<file path="src/hw/rtl/svwi_pkg.sv">
`timescale 1ns / 1ps
// ----------------------------------------------------------------------------
// svwi_pkg
// Shared constants and types for the viewport wall crossing pipeline.
// ----------------------------------------------------------------------------
package svwi_pkg;

	localparam int COORD_BITS_DEF = 14;
	localparam int CFG_BITS       = 12;
	localparam int CFG_IDX_BITS   = 2;
	localparam int QUOT_BITS      = 12;
	localparam int NUM_WALLS      = 4;

	localparam logic [CFG_BITS-1:0] VIEW_WIDTH_RST  = 12'd1280;
	localparam logic [CFG_BITS-1:0] VIEW_HEIGHT_RST = 12'd820;
	localparam logic [CFG_BITS-1:0] VIEW_TOP_RST    = 12'd100;

	typedef enum logic [CFG_IDX_BITS-1:0] {
		CFG_VIEW_WIDTH  = 2'd0,
		CFG_VIEW_HEIGHT = 2'd1,
		CFG_VIEW_TOP    = 2'd2
	} cfg_idx_t;

	typedef enum logic [1:0] {
		WALL_WEST  = 2'd0,
		WALL_NORTH = 2'd1,
		WALL_EAST  = 2'd2,
		WALL_SOUTH = 2'd3
	} wall_t;

endpackage

</file>
<file path="src/hw/rtl/svwi_wall_calc.sv">
`timescale 1ns / 1ps
// ----------------------------------------------------------------------------
// svwi_wall_calc
// Three-stage front end of one wall test: differences, products, then the
// parameter range check and the numerator and divisor for the crossing.
// The wall is taken as vertical at u = pos from v = lo to v = hi.
// ----------------------------------------------------------------------------
module svwi_wall_calc #(
	parameter int CB = svwi_pkg::COORD_BITS_DEF
) (
	input  logic                              clk,
	input  logic [2:0]                        en,
	input  logic signed [CB-1:0]              u0,
	input  logic signed [CB-1:0]              v0,
	input  logic signed [CB-1:0]              u1,
	input  logic signed [CB-1:0]              v1,
	input  logic [svwi_pkg::CFG_BITS-1:0]     pos,
	input  logic [svwi_pkg::CFG_BITS-1:0]     lo,
	input  logic [svwi_pkg::CFG_BITS-1:0]     hi,
	output logic                              ok_s3,
	output logic [CB+svwi_pkg::QUOT_BITS-1:0] n2_s3,
	output logic [CB:0]                       d_s3
);

	localparam int BW  = (CB > 13) ? CB : 13;
	localparam int DUW = CB + 1;
	localparam int RW  = BW + 1;
	localparam int EW  = svwi_pkg::CFG_BITS + 1;
	localparam int PMW = DUW + RW;
	localparam int SW  = PMW + 2;
	localparam int NW  = CB + svwi_pkg::QUOT_BITS;

	logic signed [DUW-1:0] du_s1, dv_s1, du_s2;
	logic signed [RW-1:0]  ru_s1, rv_s1;
	logic signed [EW-1:0]  e_s1;

	logic signed [PMW-1:0]    pa_s2, pb_s2;
	logic signed [DUW+EW-1:0] den_s2, pl_s2;
	logic signed [EW+RW:0]    tn_s2;

	logic signed [SW-1:0] sn, den, tn, m, n2;
	logic                 sn_ok, tn_ok, ok;

	always_ff @(posedge clk) begin
		if (en[0]) begin
			du_s1 <= DUW'(u1) - DUW'(u0);
			dv_s1 <= DUW'(v1) - DUW'(v0);
			ru_s1 <= RW'(u0) - $signed(RW'({1'b0, pos}));
			rv_s1 <= RW'(v0) - $signed(RW'({1'b0, lo}));
			e_s1  <= $signed({1'b0, hi}) - $signed({1'b0, lo});
		end
	end

	always_ff @(posedge clk) begin
		if (en[1]) begin
			pa_s2  <= du_s1 * rv_s1;
			pb_s2  <= dv_s1 * ru_s1;
			den_s2 <= du_s1 * e_s1;
			tn_s2  <= -(e_s1 * ru_s1);
			pl_s2  <= du_s1 * $signed({1'b0, lo});
			du_s2  <= du_s1;
		end
	end

	always_comb begin
		sn  = SW'(pa_s2) - SW'(pb_s2);
		den = SW'(den_s2);
		tn  = SW'(tn_s2);
		if (!den[SW-1]) begin
			sn_ok = !sn[SW-1] && (sn <= den);
			tn_ok = !tn[SW-1] && (tn <= den);
		end else begin
			sn_ok = (sn <= 0) && (sn >= den);
			tn_ok = (tn <= 0) && (tn >= den);
		end
		ok = (den != '0) && sn_ok && tn_ok;
		m  = SW'(pl_s2) + sn;
		n2 = du_s2[DUW-1] ? -m : m;
	end

	always_ff @(posedge clk) begin
		if (en[2]) begin
			ok_s3 <= ok;
			n2_s3 <= n2[NW-1:0];
			d_s3  <= du_s2[DUW-1] ? $unsigned(-du_s2) : $unsigned(du_s2);
		end
	end

endmodule

</file>
<file path="config.mk">
export PLATFORM = sky130hd
export DESIGN_NAME = svwi_wall_calc
export DESIGN_NICKNAME = d
export VERILOG_FILES = /design/src/hw/rtl/svwi_pkg.sv /design/src/hw/rtl/svwi_wall_calc.sv
export SDC_FILE = /design/constraint.sdc
export NUM_CORES = 2
export LEC_CHECK = 0
export BUFFER_PORTS_ARGS = -buffer_cell sky130_fd_sc_hd__buf_2
export CORE_MARGIN = 1
export CORE_UTILIZATION = 60
export CTS_CLUSTER_DIAMETER = 100
export CTS_CLUSTER_SIZE = 12
export DETAILED_ROUTE_END_ITERATION = 16
export GPL_TIMING_DRIVEN = 1
export PLACE_DENSITY = 0.74
export SLEW_MARGIN = 20
export SYNTH_ARGS = -nofsm -noshare
export SYNTH_HDL_FRONTEND = slang
export SYNTH_SLANG_ARGS = --single-unit
</file>
<file path="constraint.sdc">
create_clock -name clk -period 11.6 [get_ports clk]
set_input_delay 0.58 -clock clk [delete_from_list [all_inputs] [get_ports clk]]
set_output_delay 0.58 -clock clk [all_outputs]
set_load 0.03 [all_outputs]
</file>
Yosys cells after proc, flatten, opt, wreduce, memory -nomap -nowiden
Cells that the tools add are included.
- $add $sub $neg: 10
- $mul: 5
- order comparisons: 6
- muxes and demuxes: 4
- reductions and logical operators: 9
- operators by type and width (kind ; count):
    $mul 15x15->30 ; 2
    $reduce_bool 32->1 ; 1
    $ge 31x28->1 ; 1
    $le 31x1->1 const B ; 1
    $le 31x28->1 ; 1
    $sub 30x30->31 ; 1
    $sub 14x13->15 ; 2
    $sub 14x14->15 ; 2
    $ge 29x28->1 ; 1
    $le 29x1->1 const B ; 1
    $le 29x28->1 ; 1
    $neg 28->29 ; 1
    $mul 13x15->28 ; 1
    $mul 15x13->28 ; 1
    $add 26x26->26 ; 1
    $mul 15x13->26 ; 1
    $mux 26 ; 1
    $neg 26->26 ; 1
    $neg 15->15 ; 1
    $mux 14 ; 1
    $sub 12x12->13 ; 1
    $logic_and 1x1->1 ; 6
    $logic_not 1->1 ; 2
    $mux 1 ; 2
- register bits after elaboration: 273
- input bits: 96
- logic and storage cells: 49

Logic depth before layout (Yosys ltp)
- depth in word-level cells: 6
- depth in mapped cells: 26
- mapped depth without buffers: 24

Worst setup path after synthesis
No wires, ideal clock.
- kind: register -> register
- from: reg ru_s1[0]
- to: reg pb_s2[28] (data pin)
- setup time: 0.158 ns
- arrival time: 6.536 ns
- path slack: 4.906 ns
- cell stages (with the launch flop): 25
- buffers on the path: 2
- clock period less this slack: 6.694 ns
- cells stage by stage: edfxtp_1 > clkbuf_1 > clkbuf_1 > nand2_1 > fa_1 > fa_1 > inv_1 > fa_1 > inv_1 > fa_1 > inv_1 > fa_1 > inv_1 > fa_1 > inv_1 > ha_1 > a211o_1 > a21oi_1 > o211ai_1 > a2111oi_0 > nor4_1 > nor2_1 > a211o_1 > or4b_2 > o211ai_1
- word-level cells in the longest chain between the ends: 1
- ends and longest elaborated chain (what ; line ; source):
    start: declaration ; svwi_wall_calc.sv:34 ; logic signed [RW-1:0] ru_s1, rv_s1;
    start signal: assignment ; svwi_wall_calc.sv:48 ; ru_s1 <= RW'(u0) - $signed(RW'({1'b0, pos}));
    $mul 15x15->30 ; svwi_wall_calc.sv:57 ; pb_s2 <= dv_s1 * ru_s1;
    end signal: assignment ; svwi_wall_calc.sv:57 ;
    end: declaration ; svwi_wall_calc.sv:37 ; logic signed [PMW-1:0] pa_s2, pb_s2;
Every way passes these cells.
A chain may end at the register's enable or synchronous reset.

Worst setup path after layout
- from: reg dv_s1[7]
- to: reg pb_s2[28] (data pin)
- word-level cells in the longest chain between the ends: 1
- ends and longest elaborated chain (what ; line ; source):
    start: declaration ; svwi_wall_calc.sv:33 ; logic signed [DUW-1:0] du_s1, dv_s1, du_s2;
    start signal: assignment ; svwi_wall_calc.sv:47 ; dv_s1 <= DUW'(v1) - DUW'(v0);
    $mul 15x15->30 ; svwi_wall_calc.sv:57 ;
Every way passes these cells.

==> impl_metrics.py <==
metrics = {
    "final_layout": {
        "final_area_um2": 57800,
        "num-fill-cells": 7401,
        "antenna_cells": 0,
        "multi_input_area_um2": 41300,
        "fin_nets": 7514,
        "seqCellArea_um2": 8200,
        "syn_to_final_growth_pct": 4.80,
        "drive_gt1_share_pct": 4.51,
    },
    "sta": {
        "setup_viol": 0,
        "tightest_slew_ns": 1.02,
        "fmax_mhz": 134,
        "tns_ns": 0,
        "rsz0062_at_grt": "no",
        "max_slew_margin_pct": 31.8,
        "finClkSkew_ns": 0.0539,
        "post-route-min-period_ns": 7.45,
        "post-route-period-util_pct": 64.2,
        "slew_violations": 0,
        "hold_violations": 0,
    },
    "clock_network": {
        "cts_tree": "built",
        "htree_levels": 1,
        "clock-sinks": 273,
        "cts_setup_buffers": 0,
        "clk_latency_ns": 0.66,
        "clockBufferDepth": 3,
        "cts-root-buf": "clkbuf_16",
        "cts_resized": 0,
        "numCtsBuffers": 30,
        "clkSlewWorstSetupHoldPaths_ns": 0.07,
        "cts-hold-fix-buffers": 0,
    },
    "floorplan": {
        "die_w_um": 305,
        "io_pins": 138,
        "core-area_um2": 90600,
        "num_rows": 110,
        "die_y_um": 305,
        "start_util_pct": 60.9,
        "dieArea_um2": 93200,
    },
    "routing": {
        "drt-wirelength-per-cell_um": 19.6,
        "drc_errors": 0,
        "drt-initial-drc-count": 3297,
        "num_vias": 40009,
        "final_antenna_net_count": 0,
        "drt-total-wl_mm": 138,
        "via_per_inst": 5.67,
        "firstDrtPassIters": 5,
    },
    "synthesis": {
        "synth-edff-count": 273,
        "ys_warn_count": 0,
        "synthFlopType": "edfxtp_1",
        "async_flop_share_pct": 0,
        "ys_ff_latch": 273,
        "synthesis.nets": 7498,
        "syn_avg_cell_area_um2": 9.43,
        "yosysSeqAreaShare_pct": 14.9,
        "synthCells": 5856,
        "synth_cell_types": 85,
        "syn_area_um2": 55200,
    },
    "placement": {
        "post_dp_cell_area_um2": 57000,
        "dp_hpwl_mm": 111,
        "portBuffers": 137,
        "gp_congestion": 0.948,
    },
    "worst_setup_path": {
        "critPathCaptureType": "register",
        "cp_max_fo": 15,
        "critPathRequiredTime_ns": 12.06,
        "crit_arrival_ns": 7.91,
        "critPathKind": "register to register",
        "critPathLaunchType": "register",
    },
    "flow_run": {
        "cap_viol_max_count": 0,
    },
    "global_route": {
        "grt_antenna_before_repair": 4,
        "grt_pass1_vias": 41386,
        "grt_pass1_wl_mm": 225,
        "grt_usage_pct": 30.9,
        "grt_overflow": 0,
        "grt_max_degree": 89,
    },
    "outcome": {
        "outcome": "finished, final reports clean",
    },
    "min_path": {
        "hold_path.class": "input port to register",
    },
}
layer usage:
layer	vias up	track usage, %	wire length, um
met1	20132	43.5	58900
met3	214	3.76	10300
met4	8	11.5	5950
met2	1480	49.3	62900
li1	18175	-	-
met5	-	0	46
synthesized netlist by cell type, drive strengths merged, types with 6 or more instances:
master	n	area [um2]
o21bai	22	165
fa	987	19800
mux2i	7	70.1
or2	11	68.8
nand4	21	131
a311oi	6	52.6
o21ai	137	686
a221oi	6	52.6
ha	559	6990
a31oi	21	131
a21o	73	548
xor2	51	447
nand3	45	225
xnor2	203	1780
and3	19	119
a211oi	25	193
o31ai	17	133
o21a	36	270
a21oi	139	711
nand2	616	2310
nor2b	48	308
clkbuf	201	756
or3	24	160
o211ai	20	155
a31o	7	61.3
nor4	22	138
edfxtp	273	8200
o311ai	9	78.8
and2	481	3010
o41ai	6	67.6
nor3	63	325
a2111oi	10	93.8
inv	1315	4940
a211o	9	78.8
a21boi	43	323
nor2	223	840
nand2b	38	238
per-stage QoR:
| stage | utilization, % | hold WS (ns) | cells | worst slack [ns] |
|---|---|---|---|---|
| after CTS | 63.8 | 0.206 | 7055 | 4.23 |
| after floorplan | - | 0.450 | 5856 | 4.91 |
| final | 63.9 | 0.234 | 7056 | 4.15 |
| after global placement | 62.9 | 0.484 | 7015 | 4.45 |
| after detailed placement | 62.9 | 0.499 | 7015 | 4.26 |
| after global routing | 63.9 | 0.241 | 7056 | 3.71 |
path summary, 6_finish.rpt:
path                            slack, ns  cells after the start         to  startpoint
worst max-delay path                 4.15                     23  pb_s2[28]    dv_s1[7]
worst min-delay path                 0.23                      2  rv_s1[13]      v0[13]
worst max register to register       4.15                     23  pb_s2[28]    dv_s1[7]
worst min register to register       0.51                      0    d_s3[0]    du_s2[0]
worst max-delay path, cell delays in order, from the launching register on:
cell       delay [ns]
edfxtp_1         0.63
and2_1           0.27
fa_1             0.53
inv_1            0.05
fa_1             0.47
inv_1            0.05
fa_1             0.49
inv_1            0.06
fa_1             0.54
inv_1            0.06
fa_1             0.48
inv_1            0.06
fa_1             0.47
inv_1            0.05
ha_1             0.31
a211o_1          0.30
a21oi_1          0.27
o211ai_1         0.20
a2111oi_0        0.76
nor4_1           0.17
nor2_1           0.18
a211o_1          0.19
or4b_2           0.59
o211ai_1         0.11
cell usage in the layout, fill, tap and decap left out, types with 6 or more instances in the layout:
| master | n |
|---|---|
| and2_1 | 480 |
| nor4_1 | 22 |
| clkbuf_16 | 30 |
| xor2_1 | 51 |
| and3_1 | 19 |
| a211oi_1 | 24 |
| a2111oi_0 | 9 |
| nand3_1 | 45 |
| o211ai_1 | 19 |
| xnor2_1 | 203 |
| mux2i_1 | 7 |
| o31ai_1 | 16 |
| buf_2 | 135 |
| o21a_1 | 36 |
| nand2b_1 | 38 |
| a21boi_0 | 42 |
| or2_2 | 11 |
| buf_4 | 51 |
| nand4_1 | 21 |
| o21ai_0 | 133 |
| a211o_1 | 9 |
| or3_1 | 22 |
| nand2_1 | 616 |
| a21o_1 | 73 |
| fa_1 | 987 |
| nor2b_1 | 47 |
| nor3_1 | 61 |
| ha_1 | 559 |
| a311oi_1 | 6 |
| nor2_1 | 222 |
| edfxtp_1 | 273 |
| o21bai_1 | 22 |
| a31oi_1 | 21 |
| a31o_2 | 6 |
| inv_1 | 1315 |
| a21oi_1 | 135 |
| a221oi_1 | 6 |
kinds of logic after synthesis:
family	after synthesis	synth area share [%]
AO/OA/AOI/OAI	619	7.46
XOR/XNOR	254	4.03
adder cells (fa/ha/maj)	1546	48.5
buffers and inverters	1519	10.3
flip-flops	273	14.9
multiplexers	8	0.147
AND/OR/NAND/NOR	1637	14.7
sequential cells by signal, indices dropped and copies added, names as in the netlist, 26 cells and up:
register  count
den_s2       28
n2_s3        26
pa_s2        30
pb_s2        30
pl_s2        26
tn_s2        29
area by class of cell:
cell class | count | area share [%]
Inverter | 1315 | 8.53
Clock buffer | 31 | 1.30
Clock inverter | 9 | 0.167
Sequential cell | 273 | 14.2
Timing Repair Buffer | 188 | 1.90
Multi-Input combinational cell | 4064 | 71.4
Tap cell | 1176 | 2.54
Power is not shown: default switching activity piles up to over one toggle a cycle in this logic, so the estimate is an artifact.
