[src/hw/rtl/svwi_pkg.sv]
`timescale 1ns / 1ps
// ----------------------------------------------------------------------------
// svwi_pkg
// Shared constants and types for the viewport wall crossing pipeline.
// ----------------------------------------------------------------------------
package svwi_pkg;

	localparam int COORD_BITS_DEF = 14;
	localparam int CFG_BITS       = 12;
	localparam int CFG_IDX_BITS   = 2;
	localparam int QUOT_BITS      = 12;
	localparam int NUM_WALLS      = 4;

	localparam logic [CFG_BITS-1:0] VIEW_WIDTH_RST  = 12'd1280;
	localparam logic [CFG_BITS-1:0] VIEW_HEIGHT_RST = 12'd820;
	localparam logic [CFG_BITS-1:0] VIEW_TOP_RST    = 12'd100;

	typedef enum logic [CFG_IDX_BITS-1:0] {
		CFG_VIEW_WIDTH  = 2'd0,
		CFG_VIEW_HEIGHT = 2'd1,
		CFG_VIEW_TOP    = 2'd2
	} cfg_idx_t;

	typedef enum logic [1:0] {
		WALL_WEST  = 2'd0,
		WALL_NORTH = 2'd1,
		WALL_EAST  = 2'd2,
		WALL_SOUTH = 2'd3
	} wall_t;

endpackage

[src/hw/rtl/svwi_div.sv]
`timescale 1ns / 1ps
// ----------------------------------------------------------------------------
// svwi_div
// Restoring divider, one quotient bit per pipeline stage, most significant
// bit first. The quotient is known to fit QW bits when ok is set.
// ----------------------------------------------------------------------------
module svwi_div #(
	parameter int NW = 26,
	parameter int DW = 15,
	parameter int QW = svwi_pkg::QUOT_BITS
) (
	input  logic          clk,
	input  logic [QW-1:0] en,
	input  logic [NW-1:0] n_in,
	input  logic [DW-1:0] d_in,
	input  logic          ok_in,
	output logic [QW-1:0] q_out,
	output logic          ok_out
);

	localparam int MW = (NW > DW + QW) ? NW : DW + QW;

	logic [NW-1:0] rem_s [QW];
	logic [DW-1:0] d_s   [QW];
	logic [QW-1:0] q_s   [QW];
	logic          ok_s  [QW];

	for (genvar i = 0; i < QW; i++) begin : g_step
		logic [NW-1:0] rem_p, rem_n;
		logic [DW-1:0] d_p;
		logic [QW-1:0] q_p, q_n;
		logic          ok_p, ge;
		logic [MW-1:0] dsh;

		if (i == 0) begin : g_first
			assign rem_p = n_in;
			assign d_p   = d_in;
			assign q_p   = '0;
			assign ok_p  = ok_in;
		end else begin : g_next
			assign rem_p = rem_s[i-1];
			assign d_p   = d_s[i-1];
			assign q_p   = q_s[i-1];
			assign ok_p  = ok_s[i-1];
		end

		always_comb begin
			dsh   = MW'(d_p) << (QW - 1 - i);
			ge    = MW'(rem_p) >= dsh;
			rem_n = ge ? NW'(MW'(rem_p) - dsh) : rem_p;
			q_n   = q_p;
			q_n[QW-1-i] = ge;
		end

		always_ff @(posedge clk) begin
			if (en[i]) begin
				rem_s[i] <= rem_n;
				d_s[i]   <= d_p;
				q_s[i]   <= q_n;
				ok_s[i]  <= ok_p;
			end
		end
	end

	assign q_out  = q_s[QW-1];
	assign ok_out = ok_s[QW-1];

endmodule

[config.mk]
export PLATFORM = sky130hd
export DESIGN_NAME = svwi_div
export DESIGN_NICKNAME = d
export VERILOG_FILES = /design/src/hw/rtl/svwi_pkg.sv /design/src/hw/rtl/svwi_div.sv
export SDC_FILE = /design/constraint.sdc
export NUM_CORES = 1
export LEC_CHECK = 0
export CAP_MARGIN = 5
export CORE_ASPECT_RATIO = 0.9
export CORE_MARGIN = 2
export CORE_UTILIZATION = 51
export CTS_BUF_LIST = sky130_fd_sc_hd__clkbuf_8
export CTS_CLUSTER_DIAMETER = 120
export DETAILED_ROUTE_END_ITERATION = 6
export DONT_BUFFER_PORTS = 1
export GPL_TIMING_DRIVEN = 0
export PLACE_DENSITY = 0.68
export SLEW_MARGIN = 15
export SYNTH_ARGS = -nofsm -noshare
export SYNTH_HDL_FRONTEND = slang
export SYNTH_SLANG_ARGS = --single-unit
[constraint.sdc]
create_clock -name clk -period 3.95 [get_ports clk]
set_input_delay 0.79 -clock clk [delete_from_list [all_inputs] [get_ports clk]]
set_output_delay 0.79 -clock clk [all_outputs]
set_load 0.01 [all_outputs]
## Word level (Yosys, flattened, before mapping)

Memories as Yosys holds them, arrays and structs flattened.
Cells that the tools add are included.

| operators by class | value |
|---|---|
| shift-type cells | 0 |
| add/subtract/negate cells | 12 |
| $mul | 0 |
| $lt $le $gt $ge | 12 |
| divide/modulo/power cells | 0 |
| equal/unequal tests | 0 |
| multiplexer cells | 36 |
| reductions and logical operators | 0 |
| bitwise logic cells | 0 |

Operator list:

| cell | count |
|---|---|
| two-way mux 26 bit | 12 |
| >= comparator 26 x 15 -> 1 bit | 1 |
| >= comparator 26 x 16 -> 1 bit | 1 |
| >= comparator 26 x 17 -> 1 bit | 1 |
| >= comparator 26 x 18 -> 1 bit | 1 |
| >= comparator 26 x 19 -> 1 bit | 1 |
| >= comparator 26 x 20 -> 1 bit | 1 |
| >= comparator 26 x 21 -> 1 bit | 1 |
| >= comparator 26 x 22 -> 1 bit | 1 |
| >= comparator 26 x 23 -> 1 bit | 1 |
| >= comparator 26 x 24 -> 1 bit | 1 |
| >= comparator 26 x 25 -> 1 bit | 1 |
| >= comparator 26 bit | 1 |
| subtractor 26 x 15 -> 26 bit | 1 |
| subtractor 26 x 16 -> 26 bit | 1 |
| subtractor 26 x 17 -> 26 bit | 1 |
| subtractor 26 x 18 -> 26 bit | 1 |
| subtractor 26 x 19 -> 26 bit | 1 |
| subtractor 26 x 20 -> 26 bit | 1 |
| subtractor 26 x 21 -> 26 bit | 1 |
| subtractor 26 x 22 -> 26 bit | 1 |
| subtractor 26 x 23 -> 26 bit | 1 |
| subtractor 26 x 24 -> 26 bit | 1 |
| subtractor 26 x 25 -> 26 bit | 1 |
| other kinds (2) | 25 |

| word-level totals | value |
|---|---|
| bits in latches | 0 |
| input port bits | 55 |
| memories kept | 4 |
| bits in registers | 0 |
| word-level logic and storage cells | 64 |
| output and inout port bits | 13 |
| memory bits (writable) | 648 |
| bits in read-only memories | 0 |

Memories:

| name | depth | width | read ports | clocked after memory_dff | wr ports | RTL line | source |
|---|---|---|---|---|---|---|---|
| rem_s | 12 | 26 | 11 | 0 | 12 | svwi_div.sv:23 | `logic [NW-1:0] rem_s [QW];` |
| d_s | 12 | 15 | 11 | 0 | 12 | svwi_div.sv:24 | `logic [DW-1:0] d_s [QW];` |
| q_s | 12 | 12 | 12 | 0 | 12 | svwi_div.sv:25 | `logic [QW-1:0] q_s [QW];` |
| ok_s | 12 | 1 | 12 | 0 | 12 | svwi_div.sv:26 | `logic ok_s [QW];` |

## Longest topological paths before layout

Gate-level depths: netlist (run 1).
An unclocked memory read counts as a cell.

| depth | value |
|---|---|
| depth after elaboration | 3 |
| mapped depth | 13 |
| mapped depth without buffers | 12 |

## Worst setup path after synthesis (run 1)

Ideal clock, no wire load.

| timing path | value |
|---|---|
| kind | input to register |
| start | input d_in[1] |
| end | memory rem_s[0][18], data pin |
| path buffers | 1 |
| path slack | 0.552 ns |
| data required time | 3.690 ns |
| stages | 10 |
| library setup time | 0.260 ns |
| data arrival time | 3.138 ns |
| cell sequence | inv_1 ha_1 nor2b_1 o31a_1 o311ai_1 o21ai_1 or4_1 a31oi_4 buf_6 mux2_2 |

RTL lines:

| element | RTL line | source |
|---|---|---|
| from (decl) | svwi_div.sv:15 | `input logic [DW-1:0] d_in,` |
| to (decl) | svwi_div.sv:23 |  |

==> results of run 1 <==
[cell usage after synthesis (27+ instances only)]
| cell type | count | share of area |
|---|---|---|
| o21a_1 | 38 | 0.010 |
| nor4_1 | 32 | 0.0070 |
| nor2_1 | 108 | 0.014 |
| clkbuf_1 | 41 | 0.0054 |
| nor3_1 | 53 | 0.0093 |
| edfxtp_1 | 541 | 0.57 |
| xor2_1 | 84 | 0.026 |
| a21o_1 | 56 | 0.015 |
| nand3_1 | 40 | 0.0070 |
| nor2b_1 | 29 | 0.0063 |
| nand2_1 | 187 | 0.025 |
| inv_1 | 225 | 0.030 |
| mux2_2 | 30 | 0.012 |
| a21oi_1 | 114 | 0.020 |
| ha_1 | 180 | 0.079 |
| a211oi_1 | 38 | 0.010 |
| or3_1 | 27 | 0.0059 |
| xnor2_1 | 71 | 0.022 |
| o21ai_0 | 183 | 0.032 |
[per-layer routing]
layer,up-vias,global-route usage,share of wire
met5,-,0,0
met4,0,0.0758,0.029
met3,134,0.0502,0.059
met2,541,0.362,0.47
met1,9203,0.307,0.45
li1,9247,-,-
[worst paths after layout]
check | startpoint | to | slack, ns | cells after the start
hold reg to reg | q_s[5][3]$_DFFE_PP_ | q_s[5][15]$_DFFE_PP_ | 0.40 | 0
setup reg to reg | rem_s[0][10]$_DFFE_PP_ | rem_s[0][36]$_DFFE_PP_ | 0.13 | 12
hold / removal | d_in[13] | d_s[0][13]$_DFFE_PP_ | 0.21 | 0
setup / recovery | rem_s[0][10]$_DFFE_PP_ | rem_s[0][36]$_DFFE_PP_ | 0.13 | 12
[per-stage QoR]
step	total power, uW	setup slack [ns]
after CTS	20900	0.143
final	20900	0.133
after global placement	16100	0.0194
after detailed placement	16200	-0.104
after global routing	22200	0.0151
after floorplan	14100	0.552
[critical path, delay by kind of cell, from the launching register on]
kind                     cells  cell delay [ns]
buffers and inverters        4             0.87
flip-flops                   1             0.40
AO/OA/AOI/OAI                6             1.66
adder cells (fa/ha/maj)      2             0.60
[timing repair]
action | CTS | global route
gates resized for setup | 0 | 11
pin swaps | 1 | 0
setup buffers | 2 | 0
setup endpoints to repair | 10 | 20
[power groups by stage]
stage | combinational [uW] | clock [uW] | sequential [uW]
3_5_place_dp | 7240 | 0 | 8940
5_1_grt | 8190 | 5030 | 8970
4_1_cts | 7300 | 4780 | 8840
2_1_floorplan | 5570 | 0 | 8570
6_report | 7380 | 4640 | 8840
3_3_place_gp | 7130 | 0 | 8930
[cells by family (layout without fill, tap and decap cells)]
group           count (synthesis)  in the layout  share of synthesized area
simple gates                  612            612                      0.109
compound gates                602            602                      0.137
flops                         541            541                      0.568
buf+inv                       278            441                     0.0373
fa+ha+maj                     191            191                     0.0865
xor+xnor                      155            155                     0.0475
mux                            37             37                     0.0144
[area by class of cell]
cell class,count,area [um^2],share of cell area
inverters,227,855,0.0274
repair buffers,2,15.0,0.000481
clock buffers,89,1220,0.0392
multi-input cells,1597,11300,0.361
flip-flops and latches,541,16200,0.520
clock inverters,72,445,0.0143
well taps,756,946,0.0303
plain buffers,51,219,0.00701
[registers in the layout, summed over array words and instances (netlist names)]
register	cells
d_s	165
ok_s	12
q_s	78
rem_s	286
==> metrics.md, run 1 <==
| Metric | Value |
|---|---|
| CTS tree | `done` |
| Global-route wire length before repair | `102000 um` |
| Sequential share of the synthesized area | `0.568` |
| Static Leak | `0.0120 uW` |
| CTS Buf Count | `88` |
| Clock Sinks | `541` |
| Drt total wl | `65300 um` |
| Post-route cell area | `31200 um^2` |
| Seq pwr share | `0.424` |
| TritonRoute pass-1 iters | `5` |
| Via/cell ratio | `5.73` |
| Row count | `82` |
| CP peak stage delay | `0.52 ns` |
| Period minus WS final | `3.82 ns` |
| Register bit total from synthesis | `541` |
| Clk_lat worst skew | `0.69 ns` |
| Slew HR | `0.401` |
| HPWL Detailed | `49900 um` |
| Net Switching | `7380 uW` |
| Initial Utilization | `0.515` |
| Status | `complete, no violations` |
| DR WL/cell | `19.6 um` |
| Vias in the first global route | `18900` |
| Gr ovfl total | `0` |
| Area Overhead vs Synth | `9.24%` |
| Synth warn | `0` |
| Req. time, crit path | `4.33 ns` |
| Setup-failing EPs final | `0` |
| Highest clock rate | `262 MHz` |
| Final Hold Fails | `0` |
| Initial antenna violation count | `1` |
| IO Pins | `68` |
| CP Capture Type | `flip-flop` |
| Peak VDD IR | `0.386 mV` |
| Switch share | `0.354` |
| CP Class | `flip-flop to flip-flop` |
| Worst-case clock buffer depth | `3` |
| Pin count of the biggest net entering global routing | `54` |
| Layout Nets | `2754` |
| CTS Root Cell | `clkbuf_8` |
| Quantity of I/O buffers inserted on ports | `0` |
| Post-route clock period utilization | `0.966` |
| Layout cell share with drive strength beyond 1 | `0.0737` |
| Slowest-stage cell, CP | `clkbuf_1` |
| Commonest non-fill, non-tap cell in the layout | `edfxtp_1` |
| Synth Net Count | `2662` |
| EDFF count, synth | `541` |
| Reg clk slew, reported paths | `0.06 ns` |
| Post-CTS Hold Buffers | `0` |
| Post-Syn Area per Cell | `11.8 um^2` |
| DRC | `0` |
| Final Wtd Congestion | `0.948` |
| Crit Path Max Fanout | `10` |
| Fraction of registers with async set/reset | `0` |
| Setup Skew | `0.0428 ns` |
| Pwr dens | `668 nW/um^2` |
| H-tree levels | `3` |
| Die width | `254 um` |
| Minimum hold slack | `0.213 ns` |
| Hold crit path type | `input pin to flip-flop` |
| Antenna Cells | `0` |
| Routed via count | `19100` |
| Synthesized area | `28600 um^2` |
| Commonest non-fill, non-tap cells in the layout | `edfxtp_1 (541), inv_1 (256), nand2_1 (187), o21ai_0 (183), ha_1 (180)` |
| Main flop type after synthesis | `edfxtp_1` |
| Finished Layout Cells | `3335` |
| Post-Syn Instances | `2416` |
| Cells after DPL | `3172` |
| Post-DP Area | `29500 um^2` |
| Util after Layout | `0.563` |
| Antenna Violating Nets Remaining | `0` |
| Iteration-0 DRC Markers | `1512` |
| Int Pwr | `13500 uW` |
| Layout fillers | `4626` |
| Synth cell types | `80` |
| Final setup TNS | `0 ns` |
| Max cap viols | `0` |
| RSZ-0062 raised after global routing | `no` |
| Critical Path AT | `4.20 ns` |
| Fin. max-slew vios | `0` |
| Clock share of power | `0.222` |
| Cell Chain, Critical Path | `inv_1, ha_1, inv_1, fa_1, a211oi_1, o21ai_0, a31oi_1, a31oi_1, a2111oi_4, buf_4, clkbuf_1, o21ai_0` |
| Comb pwr share | `0.354` |
| Slew @ Worst Pin | `0.889 ns` |
| DIE AREA | `58000 um^2` |
| Core Box Area | `55500 um^2` |
| Die H | `229 um` |
| Startpoint Class | `flip-flop` |
| Total track usage | `0.227` |
Note: power is estimated with default switching activity, not from simulation.
==> run 2, diff against run 1 <==
- CORE_UTILIZATION: 51 -> 45
- PLACE_DENSITY: 0.68 -> 0.62
==> run 2 against run 1 <==
Compared with the run above: clock power up 4%; sequential cell count unchanged; register-to-register slack improved by 0.14 ns; first-iteration DRC count fell by 40%; sequential share of layout area is 0.38 points lower; global-route usage down 4.1 points; clock skew decreased by 0.013 ns; core utilization down 6.1 points; critical endpoint is now rem_s[3][14]$_DFFE_PP_; largest cell class unchanged.
==> metrics.md, run 2 (synthesis gave the netlist of run 1 again) <==
| Metric | Value |
|---|---|
| RSZ-0062 raised after global routing | `no` |
| Via/cell ratio | `5.46 (-4.7%)` |
| Area Overhead vs Synth | `10.1%` |
| Worst-case clock buffer depth | `3 (unchanged)` |
| Gr ovfl total | `0 (unchanged)` |
| Peak VDD IR | `0.245 mV (-36%)` |
| Row count | `87 (+6.1%)` |
| Setup Skew | `0.0299 ns (-0.0129 ns)` |
| Core Box Area | `62700 um^2 (+13%)` |
| Global-route wire length before repair | `97600 um (-4.7%)` |
| CP Class | `flip-flop to flip-flop` |
| IO Pins | `68 (unchanged)` |
| Worst Slack Setup Final | `0.271 ns (+0.138 ns)` |
| Die width | `270 um (+6.4%)` |
| Layout Nets | `2759 (+0.18%)` |
| Clock Sinks | `541 (unchanged)` |
| Initial Utilization | `0.456 (-0.0591)` |
| Reg clk slew, reported paths | `0.06 ns (about the same)` |
| Post-route cell area | `31500 um^2 (+0.75%)` |
| Quantity of I/O buffers inserted on ports | `0 (unchanged)` |
| Clk_lat worst skew | `0.67 ns (-0.02 ns)` |
| CTS Buf Count | `93 (+5.7%)` |
| Fin. max-slew vios | `0 (unchanged)` |
| Max cap viols | `0 (unchanged)` |
| Static Leak | `0.0120 uW (+0.31%)` |
| Commonest non-fill, non-tap cell in the layout | `edfxtp_1` |
| Startpoint Class | `flip-flop` |
| Req. time, crit path | `4.38 ns (+0.05 ns)` |
| Setup-failing EPs final | `0 (unchanged)` |
| Pin count of the biggest net entering global routing | `54 (unchanged)` |
| DR WL/cell | `17.5 um (-11%)` |
| Commonest non-fill, non-tap cells in the layout | `edfxtp_1 (541), inv_1 (250), nand2_1 (187), o21ai_0 (183), ha_1 (180)` |
| Hold crit path type | `input pin to flip-flop` |
| Largest register FFs | `286 (unchanged)` |
| CP Capture Type | `flip-flop` |
| Post-DP Area | `29600 um^2 (+0.38%)` |
| Critical Path AT | `4.10 ns (-0.10 ns)` |
| Final Wtd Congestion | `0.985 (+4.0%)` |
| Routed via count | `18700 (-2.0%)` |
| Finished Layout Cells | `3430 (+2.8%)` |
| H-tree levels | `3 (unchanged)` |
| Die H | `243 um (+6.3%)` |
| HPWL Detailed | `45900 um (-7.9%)` |
| Highest clock rate | `272 MHz (+3.7%)` |
| TritonRoute pass-1 iters | `5 (unchanged)` |
| Crit Path Max Fanout | `10 (unchanged)` |
| Slew HR | `0.348 (-0.0526)` |
| Drt total wl | `60000 um (-8.0%)` |
| Initial antenna violation count | `0 (-1)` |
| Final Hold Fails | `0 (unchanged)` |
| Total track usage | `0.186 (-0.0413)` |
| Cells after DPL | `3261 (+2.8%)` |
| Total Power | `20800 uW (-0.48%)` |
| DIE AREA | `65600 um^2 (+13%)` |
| Post-route clock period utilization | `0.931 (-0.0349)` |
| Antenna Cells | `0 (unchanged)` |
| CTS Root Cell | `clkbuf_8` |
| Largest registers | `rem_s (286), d_s (165), q_s (78)` |
| DRC | `0 (unchanged)` |
| Biggest register | `rem_s` |
| CTS tree | `done` |
| Layout cell share with drive strength beyond 1 | `0.0770 (+0.00331)` |
| Status | `complete, no violations` |
| Pre-CTS setup slack | `-0.454 ns (-0.350 ns)` |
| Vias in the first global route | `19900 (+5.0%)` |
| Period minus WS final | `3.68 ns (-0.138 ns)` |
| Antenna Violating Nets Remaining | `0 (unchanged)` |
| Slew @ Worst Pin | `0.965 ns (+0.0757 ns)` |
| Iteration-0 DRC Markers | `913 (-40%)` |
| Pwr dens | `660 nW/um^2 (-1.2%)` |
==> run 2: cell types whose count changed in the layout (fill, tap and decap cells not counted), moves of 2 or more <==
| cell | change |
|---|---|
| clkinv_8 | -2 |
| inv_1 | -6 |
| inv_6 | +2 |
| clkinv_1 | +7 |
| clkbuf_8 | +8 |
==> run 2: worst paths after layout <==
| kind | start | endpoint | slack, ns | depth (start not counted) |
|---|---|---|---|---|
| setup / recovery | rem_s[2][40]$_DFFE_PP_ | rem_s[3][14]$_DFFE_PP_ | 0.27 | 9 |
| hold / removal | en[8] | ok_s[8]$_DFFE_PP_ | 0.22 | 0 |
| setup reg to reg | rem_s[2][40]$_DFFE_PP_ | rem_s[3][14]$_DFFE_PP_ | 0.27 | 9 |
| hold reg to reg | ok_s[5]$_DFFE_PP_ | ok_s[6]$_DFFE_PP_ | 0.40 | 0 |
==> run 2: metal layers <==
layer  wire, um  global-route usage  vias up
li1           -                   -     9248
met1      20900               0.167     8805
met2      33400               0.374      474
met3       2160              0.0360      216
met4       3560               0.116        0
met5          0                   0        -
==> run 2: area by class of cell <==
type	count	area (um^2)
Buffer	50	214
Clock buffer	97	1340
Clock inverter	70	424
Fill cell	5519	31200
Inverter	227	855
Multi-Input combinational cell	1597	11300
Sequential cell	541	16200
Tap cell	845	1060
Timing Repair Buffer	3	22.5
==> run 2: metrics by stage <==
step / util / TNS [ns] / hold slack [ns]
after floorplan: - / 0 / 0.400
after global placement: 0.473 / -3.93 / 0.403
after detailed placement: 0.473 / -6.10 / 0.405
after CTS: 0.502 / 0 / 0.145
after global routing: 0.502 / 0 / 0.150
final: 0.502 / 0 / 0.224
==> run 2: worst max-delay path: stages (launching register included) <==
cell and delay (ns):
edfxtp_1 0.39, ha_1 0.29, clkbuf_1 0.30, nand4_1 0.29, nor4_2 0.58, a211oi_1 0.27, nor2b_1 0.21, o21bai_2 0.32
inv_1 0.37, mux2_2 0.40
==> run 2: where the power goes <==
| part | switching [uW] | leakage, uW | total [uW] | internal (uW) |
|---|---|---|---|---|
| Combinational | 4150 | 0.00583 | 7230 | 3080 |
| Sequential | 711 | 0.00523 | 8720 | 8010 |
| Clock | 2210 | 0.000990 | 4810 | 2590 |
| Total | 7080 | 0.0120 | 20800 | 13700 |
==> run 2: repair_timing <==
item                                    4_1_cts  5_1_grt
buffers inserted                              3        0
hold buffers                                  0        0
endpoints found under the setup margin       29       33
gates resized for setup                       4       10
pin swaps                                     1        0
hold endpoints to repair                      0        0
==> run 3, diff against run 2 <==
- PLACE_DENSITY: 0.62 -> not set
==> run 3 against run 2 <==
Compared with the run above: wire length up 3.9%; global-route usage rose by 0.78 points; fmax decreased by 4.7%; via count about the same; highest routed layer unchanged; largest power group unchanged; core utilization shrank 0.084 points; combinational power up 0.8%; sequential cell count unchanged; critical path depth up 3; worst setup slack worse by 0.18 ns; clock-buffer cell count shrank 3.
==> metrics.md, run 3 (synthesis gave the netlist of run 1 again) <==
| Metric | Value |
|---|---|
| Area of the multi-input gates | `11300 um^2 (about the same)` |
| Largest register FFs | `286 (unchanged)` |
| Row count | `87 (unchanged)` |
| Area Overhead vs Synth | `9.87%` |
| Post-route clock period utilization | `0.977 (+0.0459)` |
| Pin count of the biggest net entering global routing | `54 (unchanged)` |
| CP peak stage delay | `0.54 ns (-0.04 ns)` |
| Drt total wl | `62400 um (+3.9%)` |
| Final Wtd Congestion | `0.989 (+0.31%)` |
| Via/cell ratio | `5.46 (about the same)` |
| Vias in the first global route | `20100 (+1.3%)` |
| Antenna Violating Nets Remaining | `0 (unchanged)` |
| CTS Buf Count | `94 (+1.1%)` |
| Finished Layout Cells | `3433 (+0.087%)` |
| Layout cell share with drive strength beyond 1 | `0.0769 (about the same)` |
| Setup Skew | `0.0336 ns (+0.00378 ns)` |
| Gr ovfl total | `0 (unchanged)` |
| Critical Path AT | `4.22 ns (+0.12 ns)` |
| Util after Layout | `0.501 (-0.000838)` |
| R2r setup slk | `0.09 ns (-0.18 ns)` |
| Startpoint Class | `flip-flop` |
| Seq. cell area | `16200 um^2 (unchanged)` |
| Worst-case clock buffer depth | `3 (unchanged)` |
| Die H | `243 um (unchanged)` |
| Global-route wire length before repair | `101000 um (+3.1%)` |
| Routed via count | `18700 (+0.011%)` |
| Slowest-stage cell, CP | `a31oi_1` |
| Peak VDD IR | `0.275 mV (+12%)` |
| Total track usage | `0.193 (+0.00785)` |
| RSZ-0062 raised after global routing | `no` |
| Clock share of power | `0.227 (-0.005)` |
| Worst-case reg-to-reg path depth | `12 (+3)` |
| Fin. max-slew vios | `0 (unchanged)` |
| Final setup TNS | `0 ns (unchanged)` |
| Period minus WS final | `3.86 ns (+0.181 ns)` |
| Cell Chain, Critical Path | `inv_1, ha_1, inv_1, fa_1, a211oi_1, o21ai_0, a31oi_1, a31oi_1, a2111oi_4, buf_4, clkbuf_1, o21ai_0` |
| Core Box Area | `62700 um^2 (unchanged)` |
| Req. time, crit path | `4.31 ns (-0.07 ns)` |
| Hold crit path type | `input pin to flip-flop` |
| TritonRoute pass-1 iters | `6 (+1)` |
| DR WL/cell | `18.2 um (+3.8%)` |
| Int Pwr | `13500 uW (-1.2%)` |
| Layout Nets | `2761 (+0.072%)` |
| Switch share | `0.348 (+0.00664)` |
| Iteration-0 DRC Markers | `785 (-14%)` |
| Net Switching | `7200 uW (+1.7%)` |
| Worst Hold Path EP | `rem_s[0][2]$_DFFE_PP_` |
| DIE AREA | `65600 um^2 (unchanged)` |
| Pwr dens | `659 nW/um^2 (about the same)` |
| Layout fillers | `5572 (+0.96%)` |
| Initial antenna violation count | `1 (+1)` |
| Highest clock rate | `259 MHz (-4.7%)` |
| Max cap viols | `0 (unchanged)` |
| Cell depth of the worst hold path | `0 (unchanged)` |
| CTS tree | `done` |
| Commonest non-fill, non-tap cells in the layout | `edfxtp_1 (541), inv_1 (252), nand2_1 (187), o21ai_0 (182), ha_1 (180)` |
| CP Class | `flip-flop to flip-flop` |
| Status | `complete, no violations` |
| Static Leak | `0.0120 uW (-0.23%)` |
| Comb pwr share | `0.352 (+0.004)` |
| Commonest non-fill, non-tap cell in the layout | `edfxtp_1` |
| HPWL Detailed | `48200 um (+4.8%)` |
| Total Power | `20700 uW (-0.23%)` |
| Setup-failing EPs final | `0 (unchanged)` |
| Slew @ Worst Pin | `0.985 ns (+0.0205 ns)` |
| Final Hold Fails | `0 (unchanged)` |
| Largest registers | `rem_s (286), d_s (165), q_s (78)` |
| R2r endpoint | `rem_s[0][47]$_DFFE_PP_` |
| Reg clk slew, reported paths | `0.06 ns (about the same)` |
| Minimum hold slack | `0.202 ns (-0.0221 ns)` |
| DRC | `0 (unchanged)` |
| IO Pins | `68 (unchanged)` |
| H-tree levels | `3 (unchanged)` |
| Crit Path Max Fanout | `10 (unchanged)` |
| Die width | `270 um (unchanged)` |
| Min-delay src | `n_in[2]` |
| Seq pwr share | `0.421 (about the same)` |
| Clock Sinks | `541 (unchanged)` |
| Biggest register | `rem_s` |
| CP Capture Type | `flip-flop` |
| Cells after DPL | `3261 (unchanged)` |
| Crit Reg-Reg Startpoint | `rem_s[0][10]$_DFFE_PP_` |
| Initial Utilization | `0.456 (unchanged)` |
| Clk_lat worst skew | `0.69 ns (+0.02 ns)` |
| Slew HR | `0.335 (-0.0139)` |
| Quantity of I/O buffers inserted on ports | `0 (unchanged)` |
| CTS Root Cell | `clkbuf_8` |
## run 3: worst max-delay path: cells and delay by family, from the launching register on
kind	cells	cell delay (ns)
adder cells (fa/ha/maj)	2	0.59
AO/OA/AOI/OAI	6	1.76
flip-flops	1	0.38
buffers and inverters	4	0.80
## run 3: worst max path at each step
stage / endpoint / depth (start not counted) / startpoint / slack, ns
detailed placement: rem_s[3][14]$_DFFE_PP_ / 9 / rem_s[2][45]$_DFFE_PP_ / -0.56
finish: rem_s[0][47]$_DFFE_PP_ / 12 / rem_s[0][10]$_DFFE_PP_ / 0.09
global route: rem_s[3][45]$_DFFE_PP_ / 12 / rem_s[3][4]$_DFFE_PP_ / 0.02
CTS: rem_s[3][14]$_DFFE_PP_ / 9 / rem_s[2][40]$_DFFE_PP_ / 0.007
global placement: rem_s[3][14]$_DFFE_PP_ / 9 / rem_s[2][45]$_DFFE_PP_ / -0.48
floorplan: rem_s[0][18]$_DFFE_PP_ / 10 / d_in[1] / 0.55
## run 3: layout make-up
type / instances / share of cell area
plain buffers: 51 / 0.00685
clock buffers: 94 / 0.0412
repair buffers: 3 / 0.000717
inverters: 227 / 0.0272
diodes: 1 / 0.0000797
multi-input cells: 1597 / 0.360
clock inverters: 74 / 0.0131
flip-flops and latches: 541 / 0.517
well taps: 845 / 0.0337
## run 3: power by group through the flow
stage	Sequential (uW)	Clock, uW	Combinational (uW)
CTS	8720	4880	7260
finish	8720	4700	7290
detailed placement	8830	0	7200
global placement	8800	0	7060
global route	8860	5110	8170
floorplan	8570	0	5570
## run 3: metal layers
layer | vias up | share of wire | GRT usage
met2 | 389 | 0.55 | 0.383
met5 | - | 0 | 0
met1 | 8858 | 0.34 | 0.172
li1 | 9251 | - | -
met3 | 247 | 0.031 | 0.0355
met4 | 0 | 0.072 | 0.141
## run 3: timing repair
action                                  4_1_cts  5_1_grt
hold buffers                                  0        0
resized for setup                             5        4
endpoints found under the setup margin       37       18
endpoints found under the hold margin         0        0
buffers inserted                              3        0
pin swaps                                     1        0
## run 3: metrics by stage
stage          instance area, um^2  setup slack [ns]
5_1_grt                      31400            0.0167
4_1_cts                      31400           0.00724
3_3_place_gp                 29600            -0.484
2_1_floorplan                28600             0.552
6_report                     31400            0.0895
3_5_place_dp                 29600            -0.565
